File: src/rtl/pfb_pkg.sv
// Package for the pixel format to BGRA8 converter.
// Holds the format codes, lane input struct and scaling constants; no dependencies.
`default_nettype none

package pfb_pkg;

    typedef enum logic [1:0] {
        FMT_BGRA8   = 2'd0,
        FMT_RGBA8   = 2'd1,
        FMT_RGB10A2 = 2'd2,
        FMT_RGBA16F = 2'd3
    } t_fmt;

    localparam int NUM_LANES = 4;

    // floor(x*255/1023) == (x * SCALE10_MUL) >> SCALE10_SHIFT for x < 1024
    localparam logic [23:0] SCALE10_MUL   = 24'd8364085;
    localparam int          SCALE10_SHIFT = 25;
    localparam int          SCALE10_PRODW = 34;

    localparam logic [4:0] HALF_EXP_SPECIAL = 5'h1F;
    localparam logic [4:0] HALF_EXP_ONE     = 5'd15;
    localparam logic [4:0] HALF_SHIFT_SUB   = 5'd24;
    localparam logic [4:0] HALF_SHIFT_BASE  = 5'd25;
    localparam logic [7:0] HALF_SCALE       = 8'd255;
    localparam logic [7:0] BYTE_MAX         = 8'hFF;

    typedef struct packed {
        logic [7:0]  byte_val;
        logic [9:0]  unorm;
        logic [15:0] half;
    } t_lane_in;

endpackage

`default_nettype wire

File: src/rtl/pfb_if.sv
// Request channel interfaces for the pixel format converter.
// Source pixel channel and BGRA8 result channel; no dependencies.
`default_nettype none

interface pfb_pix_if;
    logic        valid;
    logic        ready;
    logic [63:0] pixel_word;

    modport source (output valid, output pixel_word, input ready);
    modport sink   (input valid, input pixel_word, output ready);
endinterface

interface pfb_bgra_if;
    logic       valid;
    logic       ready;
    logic [7:0] blue;
    logic [7:0] green;
    logic [7:0] red;
    logic [7:0] alpha;

    modport source (output valid, output blue, output green, output red, output alpha,
                    input ready);
    modport sink   (input valid, input blue, input green, input red, input alpha,
                    output ready);
endinterface

`default_nettype wire

File: src/rtl/pixel_format_to_bgra8.sv
// Top level of the pixel format to BGRA8 converter.
// Uses pfb_pkg, pfb_if, pfb_lane and pfb_merge.
//
//  channel   dir  payload                   handshake
//  i_pix     in   pixel_word[63:0]          valid/ready
//  o_bgra    out  blue, green, red, alpha   valid/ready
//  i_cfg_*   in   source_format[1:0]        write enable, no ready
//
// One pixel per clock while the output is not held: products register in
// the lanes, then the merge stage registers the ordered bytes.
// Both stages advance together whenever the output register is empty or taken.
// Synchronous active-low reset clears the valid bits and the format register.
`default_nettype none

module pixel_format_to_bgra8 (
    input  wire logic       i_clk,
    input  wire logic       i_rst_n,
    input  wire logic       i_cfg_we,
    input  wire logic [1:0] i_cfg_wdata,
    pfb_pix_if.sink         i_pix,
    pfb_bgra_if.source      o_bgra
);

    pfb_pkg::t_fmt     r_fmt;
    pfb_pkg::t_fmt     r_fmt_s1;
    logic              r_vld_s1;
    logic              r_vld_s2;
    logic              adv;
    pfb_pkg::t_lane_in lane_in   [pfb_pkg::NUM_LANES];
    logic [7:0]        lane_byte [pfb_pkg::NUM_LANES];
    logic [63:0]       w;

    assign w           = i_pix.pixel_word;
    assign adv         = !r_vld_s2 || o_bgra.ready;
    assign i_pix.ready = adv;
    assign o_bgra.valid = r_vld_s2;

    always_comb begin
        for (int k = 0; k < pfb_pkg::NUM_LANES; k++) begin
            lane_in[k].byte_val = w[8*k +: 8];
            lane_in[k].half     = w[16*k +: 16];
            lane_in[k].unorm    = 10'd0;
        end
        lane_in[0].unorm = w[9:0];
        lane_in[1].unorm = w[19:10];
        lane_in[2].unorm = w[29:20];
        lane_in[3].unorm = {5{w[31:30]}};
    end

    always_ff @(posedge i_clk) begin
        if (!i_rst_n) begin
            r_fmt    <= pfb_pkg::FMT_BGRA8;
            r_fmt_s1 <= pfb_pkg::FMT_BGRA8;
            r_vld_s1 <= 1'b0;
            r_vld_s2 <= 1'b0;
        end else begin
            if (i_cfg_we) begin
                r_fmt <= pfb_pkg::t_fmt'(i_cfg_wdata);
            end
            if (adv) begin
                r_fmt_s1 <= r_fmt;
                r_vld_s1 <= i_pix.valid;
                r_vld_s2 <= r_vld_s1;
            end
        end
    end

    for (genvar g = 0; g < pfb_pkg::NUM_LANES; g++) begin : g_lane
        pfb_lane u_lane (
            .i_clk    (i_clk),
            .i_en     (adv),
            .i_lane   (lane_in[g]),
            .i_fmt_s1 (r_fmt_s1),
            .o_byte   (lane_byte[g])
        );
    end

    pfb_merge u_merge (
        .i_clk       (i_clk),
        .i_en        (adv),
        .i_fmt_s1    (r_fmt_s1),
        .i_lane_byte (lane_byte),
        .o_blue      (o_bgra.blue),
        .o_green     (o_bgra.green),
        .o_red       (o_bgra.red),
        .o_alpha     (o_bgra.alpha)
    );

endmodule

`default_nettype wire

File: src/rtl/pfb_lane.sv
// One conversion lane: turns one source channel into a byte for the current format.
// Uses pfb_pkg; registers the products, finishes shift and select after the register.
`default_nettype none

module pfb_lane (
    input  wire logic            i_clk,
    input  wire logic            i_en,
    input  wire pfb_pkg::t_lane_in i_lane,
    input  wire pfb_pkg::t_fmt   i_fmt_s1,
    output logic [7:0]           o_byte
);

    logic                                  half_sign;
    logic [4:0]                            half_exp;
    logic [9:0]                            half_man;
    logic [10:0]                           half_sig;
    logic [18:0]                           n_hprod;
    logic [4:0]                            n_hshift;
    logic                                  n_hzero;
    logic                                  n_hsat;
    logic [pfb_pkg::SCALE10_PRODW-1:0]     prod10;

    logic [7:0]  r_byte;
    logic [7:0]  r_q10;
    logic [18:0] r_hprod;
    logic [4:0]  r_hshift;
    logic        r_hzero;
    logic        r_hsat;
    logic [18:0] hshifted;
    logic [7:0]  half_byte;

    assign half_sign = i_lane.half[15];
    assign half_exp  = i_lane.half[14:10];
    assign half_man  = i_lane.half[9:0];

    always_comb begin
        prod10   = pfb_pkg::SCALE10_PRODW'(i_lane.unorm) *
                   pfb_pkg::SCALE10_PRODW'(pfb_pkg::SCALE10_MUL);
        half_sig = (half_exp == 5'd0) ? {1'b0, half_man} : {1'b1, half_man};
        n_hprod  = 19'(half_sig) * 19'(pfb_pkg::HALF_SCALE);
        n_hshift = (half_exp == 5'd0) ? pfb_pkg::HALF_SHIFT_SUB
                                      : pfb_pkg::HALF_SHIFT_BASE - half_exp;
        n_hzero  = half_sign || ((half_exp == pfb_pkg::HALF_EXP_SPECIAL) && (half_man != 10'd0));
        n_hsat   = !half_sign && (half_exp >= pfb_pkg::HALF_EXP_ONE);
    end

    always_ff @(posedge i_clk) begin
        if (i_en) begin
            r_byte   <= i_lane.byte_val;
            r_q10    <= prod10[pfb_pkg::SCALE10_SHIFT +: 8];
            r_hprod  <= n_hprod;
            r_hshift <= n_hshift;
            r_hzero  <= n_hzero;
            r_hsat   <= n_hsat;
        end
    end

    always_comb begin
        hshifted = r_hprod >> r_hshift;
        if (r_hzero) begin
            half_byte = 8'd0;
        end else if (r_hsat) begin
            half_byte = pfb_pkg::BYTE_MAX;
        end else begin
            half_byte = hshifted[7:0];
        end
        case (i_fmt_s1)
            pfb_pkg::FMT_BGRA8:   o_byte = r_byte;
            pfb_pkg::FMT_RGBA8:   o_byte = r_byte;
            pfb_pkg::FMT_RGB10A2: o_byte = r_q10;
            pfb_pkg::FMT_RGBA16F: o_byte = half_byte;
            default:              o_byte = r_byte;
        endcase
    end

endmodule

`default_nettype wire

File: src/rtl/pfb_merge.sv
// Merge stage: orders the four lane bytes into blue, green, red, alpha and registers them.
// Uses pfb_pkg; fed by four pfb_lane instances.
`default_nettype none

module pfb_merge (
    input  wire logic          i_clk,
    input  wire logic          i_en,
    input  wire pfb_pkg::t_fmt i_fmt_s1,
    input  wire logic [7:0]    i_lane_byte [pfb_pkg::NUM_LANES],
    output logic [7:0]         o_blue,
    output logic [7:0]         o_green,
    output logic [7:0]         o_red,
    output logic [7:0]         o_alpha
);

    logic [7:0] n_blue;
    logic [7:0] n_red;

    always_comb begin
        if (i_fmt_s1 == pfb_pkg::FMT_BGRA8) begin
            n_blue = i_lane_byte[0];
            n_red  = i_lane_byte[2];
        end else begin
            n_blue = i_lane_byte[2];
            n_red  = i_lane_byte[0];
        end
    end

    always_ff @(posedge i_clk) begin
        if (i_en) begin
            o_blue  <= n_blue;
            o_green <= i_lane_byte[1];
            o_red   <= n_red;
            o_alpha <= i_lane_byte[3];
        end
    end

endmodule

`default_nettype wire

File: src/flat_wrapper.sv
// flat-port wrapper written by rule: the top's interface ports become plain ports
module pixel_format_to_bgra8_flat 
  (i_clk, i_rst_n, i_cfg_we, i_cfg_wdata, i_pix_valid, i_pix_pixel_word, i_pix_ready, o_bgra_valid, o_bgra_blue, o_bgra_green, o_bgra_red, o_bgra_alpha, o_bgra_ready);
  pfb_pix_if i_pix_i ();
  pfb_bgra_if o_bgra_i ();
  input  wire logic i_clk;
  input  wire logic i_rst_n;
  input  wire logic i_cfg_we;
  input  wire logic [1:0] i_cfg_wdata;
  input wire logic [$bits(i_pix_i.valid)-1:0] i_pix_valid;
  input wire logic [$bits(i_pix_i.pixel_word)-1:0] i_pix_pixel_word;
  output wire logic [$bits(i_pix_i.ready)-1:0] i_pix_ready;
  output wire logic [$bits(o_bgra_i.valid)-1:0] o_bgra_valid;
  output wire logic [$bits(o_bgra_i.blue)-1:0] o_bgra_blue;
  output wire logic [$bits(o_bgra_i.green)-1:0] o_bgra_green;
  output wire logic [$bits(o_bgra_i.red)-1:0] o_bgra_red;
  output wire logic [$bits(o_bgra_i.alpha)-1:0] o_bgra_alpha;
  input wire logic [$bits(o_bgra_i.ready)-1:0] o_bgra_ready;
  assign i_pix_i.valid = i_pix_valid;
  assign i_pix_i.pixel_word = i_pix_pixel_word;
  assign i_pix_ready = i_pix_i.ready;
  assign o_bgra_valid = o_bgra_i.valid;
  assign o_bgra_blue = o_bgra_i.blue;
  assign o_bgra_green = o_bgra_i.green;
  assign o_bgra_red = o_bgra_i.red;
  assign o_bgra_alpha = o_bgra_i.alpha;
  assign o_bgra_i.ready = o_bgra_ready;
  pixel_format_to_bgra8 u_core (.i_clk(i_clk), .i_rst_n(i_rst_n), .i_cfg_we(i_cfg_we), .i_cfg_wdata(i_cfg_wdata), .i_pix(i_pix_i), .o_bgra(o_bgra_i));
endmodule
File: config.mk
export PLATFORM = sky130hd
export DESIGN_NAME = pixel_format_to_bgra8_flat
export DESIGN_NICKNAME = d
export VERILOG_FILES = /design/src/rtl/pfb_pkg.sv /design/src/rtl/pfb_if.sv /design/src/rtl/pixel_format_to_bgra8.sv /design/src/rtl/pfb_lane.sv /design/src/rtl/pfb_merge.sv /design/src/flat_wrapper.sv
export SDC_FILE = /design/constraint.sdc
export NUM_CORES = 1
export LEC_CHECK = 0
export ABC_AREA = 1
export ABC_CLOCK_PERIOD_IN_PS = 17000
export BUFFER_PORTS_ARGS = -buffer_cell sky130_fd_sc_hd__clkbuf_2
export CAP_MARGIN = 30
export CORE_UTILIZATION = 42
export DETAILED_ROUTE_END_ITERATION = 8
export PLACE_DENSITY = 0.62
export SLEW_MARGIN = 20
export SYNTH_ARGS = -nofsm -noshare
export SYNTH_HDL_FRONTEND = slang
export SYNTH_HIERARCHICAL = 1
export SYNTH_SLANG_ARGS = --single-unit
File: constraint.sdc
create_clock -name i_clk -period 17 [get_ports i_clk]
set_input_delay 2.55 -clock i_clk [delete_from_list [all_inputs] [get_ports i_clk]]
set_output_delay 2.55 -clock i_clk [all_outputs]
set_load 0.03 [all_outputs]
==> results of run 1 <==
==> stage by stage <==
step / std cells / worst slack, ns / instance area, µm² / hold slack (ns) / utilization [%]
finish: 5721 / 9.532 / 38260 / 0.4675 / 45.65
floorplan: 4462 / 7.362 / 35670 / 0.4427 / -
global placement: 5670 / 8.938 / 37360 / 0.4559 / 44.58
global route: 5720 / 9.051 / 38260 / 0.4934 / 45.64
detailed placement: 5670 / 8.905 / 37360 / 0.4607 / 44.58
CTS: 5717 / 9.487 / 38200 / 0.4724 / 45.57
==> critical path, delay by kind of cell <==
family	cells	cell delay, ns
xor gates and xnor gates	1	0.14
AOI/OAI and AO/OA	3	0.49
and+or+nand+nor	2	0.70
adders and majority gates	5	2.51
buffers and inverters	5	1.35
==> routing by layer <==
layer / track usage, % / wire length (µm)
met1: 27.37 / 39090
met2: 35.77 / 41710
met3: 1.808 / 3239
met4: 3.544 / 1346
met5: 0 / 13
==> where the power goes <==
part | internal, µW | switching, µW
Combinational | 1850 | 3200
Clock | 307 | 235
Sequential | 897 | 98.0
Total | 3050 | 3530
==> final timing paths <==
kind | to | start | cells after the start | slack (ns)
worst min-delay path | u_core/o_bgra.valid$_SDFFE_PN0P_ | u_core/r_vld_s1$_SDFFE_PN0P_ | 2 | 0.47
worst max register to register | u_core/u_merge/o_red[4]$_DFFE_PP_ | u_core/r_fmt_s1[1]$_SDFFE_PN0P_ | 8 | 14.54
worst max-delay path | u_core/g_lane[1].u_lane/r_hprod[17]$_DFFE_PP_ | i_pix_pixel_word[30] | 16 | 9.53
worst min register to register | u_core/o_bgra.valid$_SDFFE_PN0P_ | u_core/r_vld_s1$_SDFFE_PN0P_ | 2 | 0.47
==> final cells by class <==
type	count	area [µm²]
Inverter	1010	3821
Sequential cell	206	6127
Multi-Input combinational cell	3211	25440
Clock inverter	20	160.2
Tap cell	1134	1419
Antenna cell	2	5.005
Fill cell	8521	45560
Timing Repair Buffer	111	613.1
Clock buffer	27	675.6
==> sequential cells by signal (all words and copies together) (netlist names) <==
register,cells
u_core/g_lane.u_lane/r_byte,32
u_core/g_lane.u_lane/r_hprod,76
u_core/g_lane.u_lane/r_hsat,4
u_core/g_lane.u_lane/r_hshift,20
u_core/g_lane.u_lane/r_hzero,4
u_core/g_lane.u_lane/r_q10,32
u_core/o_bgra.valid,1
u_core/r_fmt,2
u_core/r_fmt_s1,2
u_core/r_vld_s1,1
u_core/u_merge/o_alpha,8
u_core/u_merge/o_blue,8
u_core/u_merge/o_green,8
u_core/u_merge/o_red,8
==> cells by family after synthesis <==
family,Yosys count,synth area share (%)
adder cells (fa/ha/maj),966,41.67
AO/OA/AOI/OAI,349,5.499
buffers and inverters,1045,11.54
XOR/XNOR,92,2.259
AND/OR/NAND/NOR,1804,21.86
flip-flops,206,17.17
==> layout by cell type, fill, tap and decap left out, types with 9 or more instances in the layout <==
cell type,instances
clkbuf_16,27
ha_1,596
o21ai_1,31
xnor2_1,35
nand4_1,12
fa_1,370
clkbuf_2,104
inv_2,11
a21o_1,20
xor2_1,57
o21bai_1,25
nor2_1,208
nand2_2,32
nor3_1,13
nor2_2,17
a21oi_1,162
nand3_2,15
nand3_1,412
a22o_1,14
o21ai_0,75
nand2_4,9
nand2_1,1046
inv_1,989
edfxtp_1,200
==> results.py, run 1 <==
metrics = {
    "logic_synthesis": {
        "ys.flop_type": "edfxtp_1",
        "yosysMostFrequentCell": "nand2_1",
        "syn_avg_cell_area_um2": 7.995,
        "yosysSeqAreaShare_pct": 17.17,
        "ys_ff_latch": 206,
        "yosys.area.top_type": "ha_1",
        "yosys_warnings": 6,
        "yosys-top-cells-area": "ha_1, fa_1, edfxtp_1",
        "syn_area_um2": 35670,
        "synth-edff-count": 200,
        "async_flop_share_pct": 0,
        "syn_inst": 4462,
        "syn-num-nets": 5499,
        "yosysTopAreaCellShare_pct": 20.90,
        "synthTopCellsByCount": "nand2_1, inv_1, ha_1",
        "synth_cell_types": 47,
    },
    "sta": {
        "finClkSkew_ns": 0.01106,
        "setup_violations": 0,
        "finalSetupTns_ns": 0,
        "tightest_slew_ns": 0.9192,
        "rsz0062_at_grt": "no",
        "fin_crit_sh_pct": 43.93,
        "hold_viol_final": 0,
        "period_minus_slack_ns": 7.468,
        "max_freq_mhz": 133.9,
        "relSlewSlack_pct": 38.72,
        "drv_slew": 0,
    },
    "clocking": {
        "htreeDepth": 1,
        "ctsResizeCount": 0,
        "cts_inserted_buffers": 26,
        "clk_pin_slew_ns": 0.06,
        "worstSkewPairLatency_ns": 0.56,
        "post_cts_buffers": 0,
        "clock-sinks": 206,
        "clockBufferDepth": 3,
        "clockRootBuffer": "clkbuf_16",
        "ctsHoldBuffers": 0,
        "cts_tree": "done",
    },
    "detailed_routing": {
        "wirelength_um": 85410,
        "drc": 0,
        "routedWlPerCell_um": 14.93,
        "ant_nets": 0,
        "vias": 27870,
        "via_per_inst": 4.872,
        "first_pass_iters": 5,
        "dr.first_iter.drc_count": 1452,
    },
    "die": {
        "fp.dieW_um": 293.4,
        "dieArea_um2": 86110,
        "floorplan.initialDensity_pct": 42.56,
        "boundaryPins": 105,
        "die_height_um": 293.4,
        "core_um2": 83820,
        "rows": 106,
    },
    "power_and_ir_drop": {
        "max-vdd-ir-drop_uv": 140.5,
        "power_density_nw_per_um2": 172.1,
        "power_uw": 6584,
        "power.leakage_uw": 0.02096,
    },
    "setup_path": {
        "worst-path-max-fanout": 29,
        "cp-end-kind": "flip-flop",
        "crit_required_ns": 17.31,
        "critPathKind": "in2reg",
        "crit_path_max_incr_delay_ns": 0.62,
        "worstPathCellList": "clkbuf_2 > buf_4 > nor4_1 > inv_1 > fa_1 > inv_1 > fa_1 > fa_1 > fa_1 > inv_1 > ha_1 > a21oi_1 > o21ai_0 > a21oi_1 > nand2_1 > xor2_1",
        "critPathArrivalTime_ns": 7.78,
        "crit_top_cell": "fa_1",
        "worst_path_max_delay_cell": "nor4_1",
        "worstSetupStartpointType": "input pin",
    },
    "global_route": {
        "antenna_found_initial": 3,
        "grt-ovfl-total": 0,
        "grt_first_pass_wirelength_um": 141900,
        "grt_start_max_net_pins": 84,
        "grt.total_usage_pct": 20.34,
        "grt_pass1_vias": 28030,
    },
    "outcome": {
        "outcome": "complete, no violations",
    },
    "placement": {
        "numPortBuffers": 104,
        "gp_congestion": 0.8995,
        "post-dp-hpwl_um": 72460,
    },
    "final_layout": {
        "nets": 5603,
        "drive_gt1_share_pct": 5.889,
        "syn_to_final_growth_pct": 7.249,
    },
    "min_path": {
        "hold_class": "reg2reg",
    },
    "run": {
        "cap_viol_max_count": 0,
    },
}
(Power assumes the default switching activity.)
==> run 2: changes to the inputs <==
--- a/config.mk
+++ b/config.mk
@@ -6,12 +6,12 @@
 export NUM_CORES = 1
 export LEC_CHECK = 0
 export ABC_AREA = 1
-export ABC_CLOCK_PERIOD_IN_PS = 17000
+export ABC_CLOCK_PERIOD_IN_PS = 6500
 export BUFFER_PORTS_ARGS = -buffer_cell sky130_fd_sc_hd__clkbuf_2
 export CAP_MARGIN = 30
 export CORE_UTILIZATION = 42
 export DETAILED_ROUTE_END_ITERATION = 8
-export PLACE_DENSITY = 0.62
+export PLACE_DENSITY = 0.65
 export SLEW_MARGIN = 20
 export SYNTH_ARGS = -nofsm -noshare
 export SYNTH_HDL_FRONTEND = slang
==> constraint.sdc (replaced) <==
create_clock -name i_clk -period 6.5 [get_ports i_clk]
set_input_delay 0.975 -clock i_clk [delete_from_list [all_inputs] [get_ports i_clk]]
set_output_delay 0.975 -clock i_clk [all_outputs]
set_load 0.03 [all_outputs]
==> run 2 against run 1 <==
Design area rose by 0.45%. Non-clock buffer count grew 19. Via count increased by 0.34%. Final cell count increased by 0.38%. Die area did not move. Combinational power rose to 2.6 times the previous value. Worst setup slack got worse by 8.2 ns. Clock power rose to 2.8 times the previous value. Utilization rose by 0.21 points. First-iteration DRC count rose by 2.8%. Critical path depth up 1. Largest power group unchanged.
==> results.py, run 2 (synthesis results as in run 1) <==
metrics = {
    "sta": {
        "finalSetupTns_ns": 0,
        "setup_violations": 0,
        "max_freq_mhz": 194.3,
        "rsz0062_at_grt": "no",
        "fin_crit_sh_pct": 79.17,
        "hold_viol_final": 0,
        "relSlewSlack_pct": 38.50,
        "period_minus_slack_ns": 5.146,
        "tightest_slew_ns": 0.9225,
        "timing.final.ws_setup_ns": 1.354,
        "drv_slew": 0,
        "finClkSkew_ns": 0.01220,
    },
    "placement": {
        "dp_slack_ns": 0.8154,
        "post-dp-hpwl_um": 73620,
        "numPortBuffers": 104,
        "placed_area_um2": 37510,
        "gp_congestion": 0.9338,
    },
    "setup_path": {
        "crit_path_max_incr_delay_ns": 0.62,
        "r2r_cells": 6,
        "critPathArrivalTime_ns": 5.47,
        "worst_path_max_delay_cell": "fa_1",
        "worst-path-max-fanout": 12,
        "crit_required_ns": 6.82,
        "worstSetupStartpointType": "input pin",
        "r2r-start": "u_core/r_fmt_s1[1]$_SDFFE_PN0P_",
        "rr_endpoint": "u_core/u_merge/o_green[3]$_DFFE_PP_",
        "reg2reg_setup_slack_ns": 3.95,
        "worstPathCellList": "clkbuf_2 > buf_4 > fa_1 > fa_1 > inv_1 > fa_1 > fa_1 > inv_1 > ha_1 > ha_1 > nand2_1 > nor2_4 > nand2_1 > nor4_2 > nand2_1 > nand3_1 > nand2_1",
        "critPathKind": "in2reg",
        "cp-end-kind": "flip-flop",
    },
    "clocking": {
        "clockBufferDepth": 3,
        "htreeDepth": 1,
        "clk_pin_slew_ns": 0.06,
        "post_cts_buffers": 0,
        "worstSkewPairLatency_ns": 0.58,
        "ctsResizeCount": 0,
        "clockRootBuffer": "clkbuf_16",
        "cts_inserted_buffers": 27,
        "clock-sinks": 206,
        "cts_tree": "done",
        "ctsHoldBuffers": 0,
    },
    "global_route": {
        "antenna_found_initial": 6,
        "grt_start_max_net_pins": 70,
        "grt_pass1_vias": 28730,
        "grt-ovfl-total": 0,
        "grt_first_pass_wirelength_um": 144000,
        "grt.total_usage_pct": 20.68,
    },
    "final_layout": {
        "top_register": "u_core/g_lane.u_lane/r_hprod",
        "regArea_um2": 6127,
        "mostFrequentLayoutCell": "nand2_1",
        "syn_to_final_growth_pct": 7.737,
        "nets": 5623,
        "top_regs": "u_core/g_lane.u_lane/r_hprod: 76 flops, u_core/g_lane.u_lane/r_byte: 32 flops, u_core/g_lane.u_lane/r_q10: 32 flops",
        "final_cell_mix": "nand2_1, inv_1, ha_1, nand3_1, fa_1",
        "multi_input_area_um2": 25440,
        "fin_util_pct": 45.85,
        "largest_reg_flops": 76,
        "drive_gt1_share_pct": 6.273,
        "fill_cells": 8458,
        "final_cell_area_um2": 38430,
    },
    "detailed_routing": {
        "ant_nets": 0,
        "first_pass_iters": 6,
        "dr.first_iter.drc_count": 1493,
        "via_per_inst": 4.870,
        "vias": 27970,
        "wirelength_um": 86610,
        "routedWlPerCell_um": 15.08,
        "drc": 0,
    },
    "die": {
        "boundaryPins": 105,
        "fp.dieW_um": 293.4,
        "die_height_um": 293.4,
        "dieArea_um2": 86110,
        "core_um2": 83820,
        "floorplan.initialDensity_pct": 42.56,
        "rows": 106,
    },
    "min_path": {
        "hold_class": "reg2reg",
        "min-delay-start": "u_core/r_vld_s1$_SDFFE_PN0P_",
        "hold_path_end": "u_core/o_bgra.valid$_SDFFE_PN0P_",
        "whs_path_depth": 2,
    },
    "power_and_ir_drop": {
        "power.leakage_uw": 0.02108,
        "max-vdd-ir-drop_uv": 255.0,
        "power_density_nw_per_um2": 450.1,
        "power_uw": 17300,
    },
    "outcome": {
        "outcome": "complete, no violations",
    },
    "run": {
        "cap_viol_max_count": 0,
    },
}
run 2: cell count changes in the layout (fill, tap and decap cells not counted), moves of 2 or more:
| cell | change |
|---|---|
| clkinv_1 | -2 |
| clkinv_2 | +2 |
| inv_6 | -2 |
| bufinv_16 | +2 |
| clkbuf_1 | +5 |
| clkinvlp_4 | -2 |
| buf_4 | +20 |
run 2: stage by stage:
step           hold slack, ns  instances
5_1_grt                0.5241       5741
6_report               0.4785       5743
4_1_cts                0.4847       5740
3_3_place_gp           0.4603       5690
2_1_floorplan          0.4427       4462
3_5_place_dp           0.4765       5690
run 2: routing by layer:
| layer | routed length (µm) | vias up | track usage (%) |
|---|---|---|---|
| li1 | - | 14330 | - |
| met1 | 39020 | 13020 | 27.23 |
| met2 | 41480 | 484 | 36.08 |
| met3 | 3416 | 129 | 1.687 |
| met4 | 2649 | 8 | 6.085 |
| met5 | 40 | - | 0 |
run 2: how the worst max path moves through the flow:
| stage | from | end |
|---|---|---|
| 2_1_floorplan | o_bgra_ready | i_pix_ready |
| 3_3_place_gp | i_pix_pixel_word[30] | u_core/g_lane[3].u_lane/r_q10[5]$_DFFE_PP_ |
| 3_5_place_dp | i_pix_pixel_word[30] | u_core/g_lane[3].u_lane/r_q10[1]$_DFFE_PP_ |
| 4_1_cts | i_pix_pixel_word[30] | u_core/g_lane[3].u_lane/r_q10[3]$_DFFE_PP_ |
| 5_1_grt | i_pix_pixel_word[30] | u_core/g_lane[3].u_lane/r_q10[1]$_DFFE_PP_ |
| 6_report | i_pix_pixel_word[30] | u_core/g_lane[3].u_lane/r_q10[3]$_DFFE_PP_ |
run 2: area by class of cell:
class / count / share of cell area (%)
Antenna cell: 2 / 0.01302
Clock buffer: 32 / 1.807
Clock inverter: 18 / 0.5013
Inverter: 1010 / 9.942
Multi-Input combinational cell: 3211 / 66.19
Sequential cell: 206 / 15.94
Tap cell: 1134 / 3.692
Timing Repair Buffer: 130 / 1.914
run 2: worst max-delay path, delay by kind of cell:
| kind | cells | cell delay, ns |
|---|---|---|
| adders and majority gates | 6 | 2.85 |
| and+or+nand+nor | 7 | 0.84 |
| buffers and inverters | 4 | 0.79 |
run 2: report_power, final:
part	switching, µW	leakage, µW	internal, µW
Combinational	8300	0.0185	4850
Sequential	273	0.00216	2350
Clock	637	0.000433	889
Total	9210	0.0211	8090
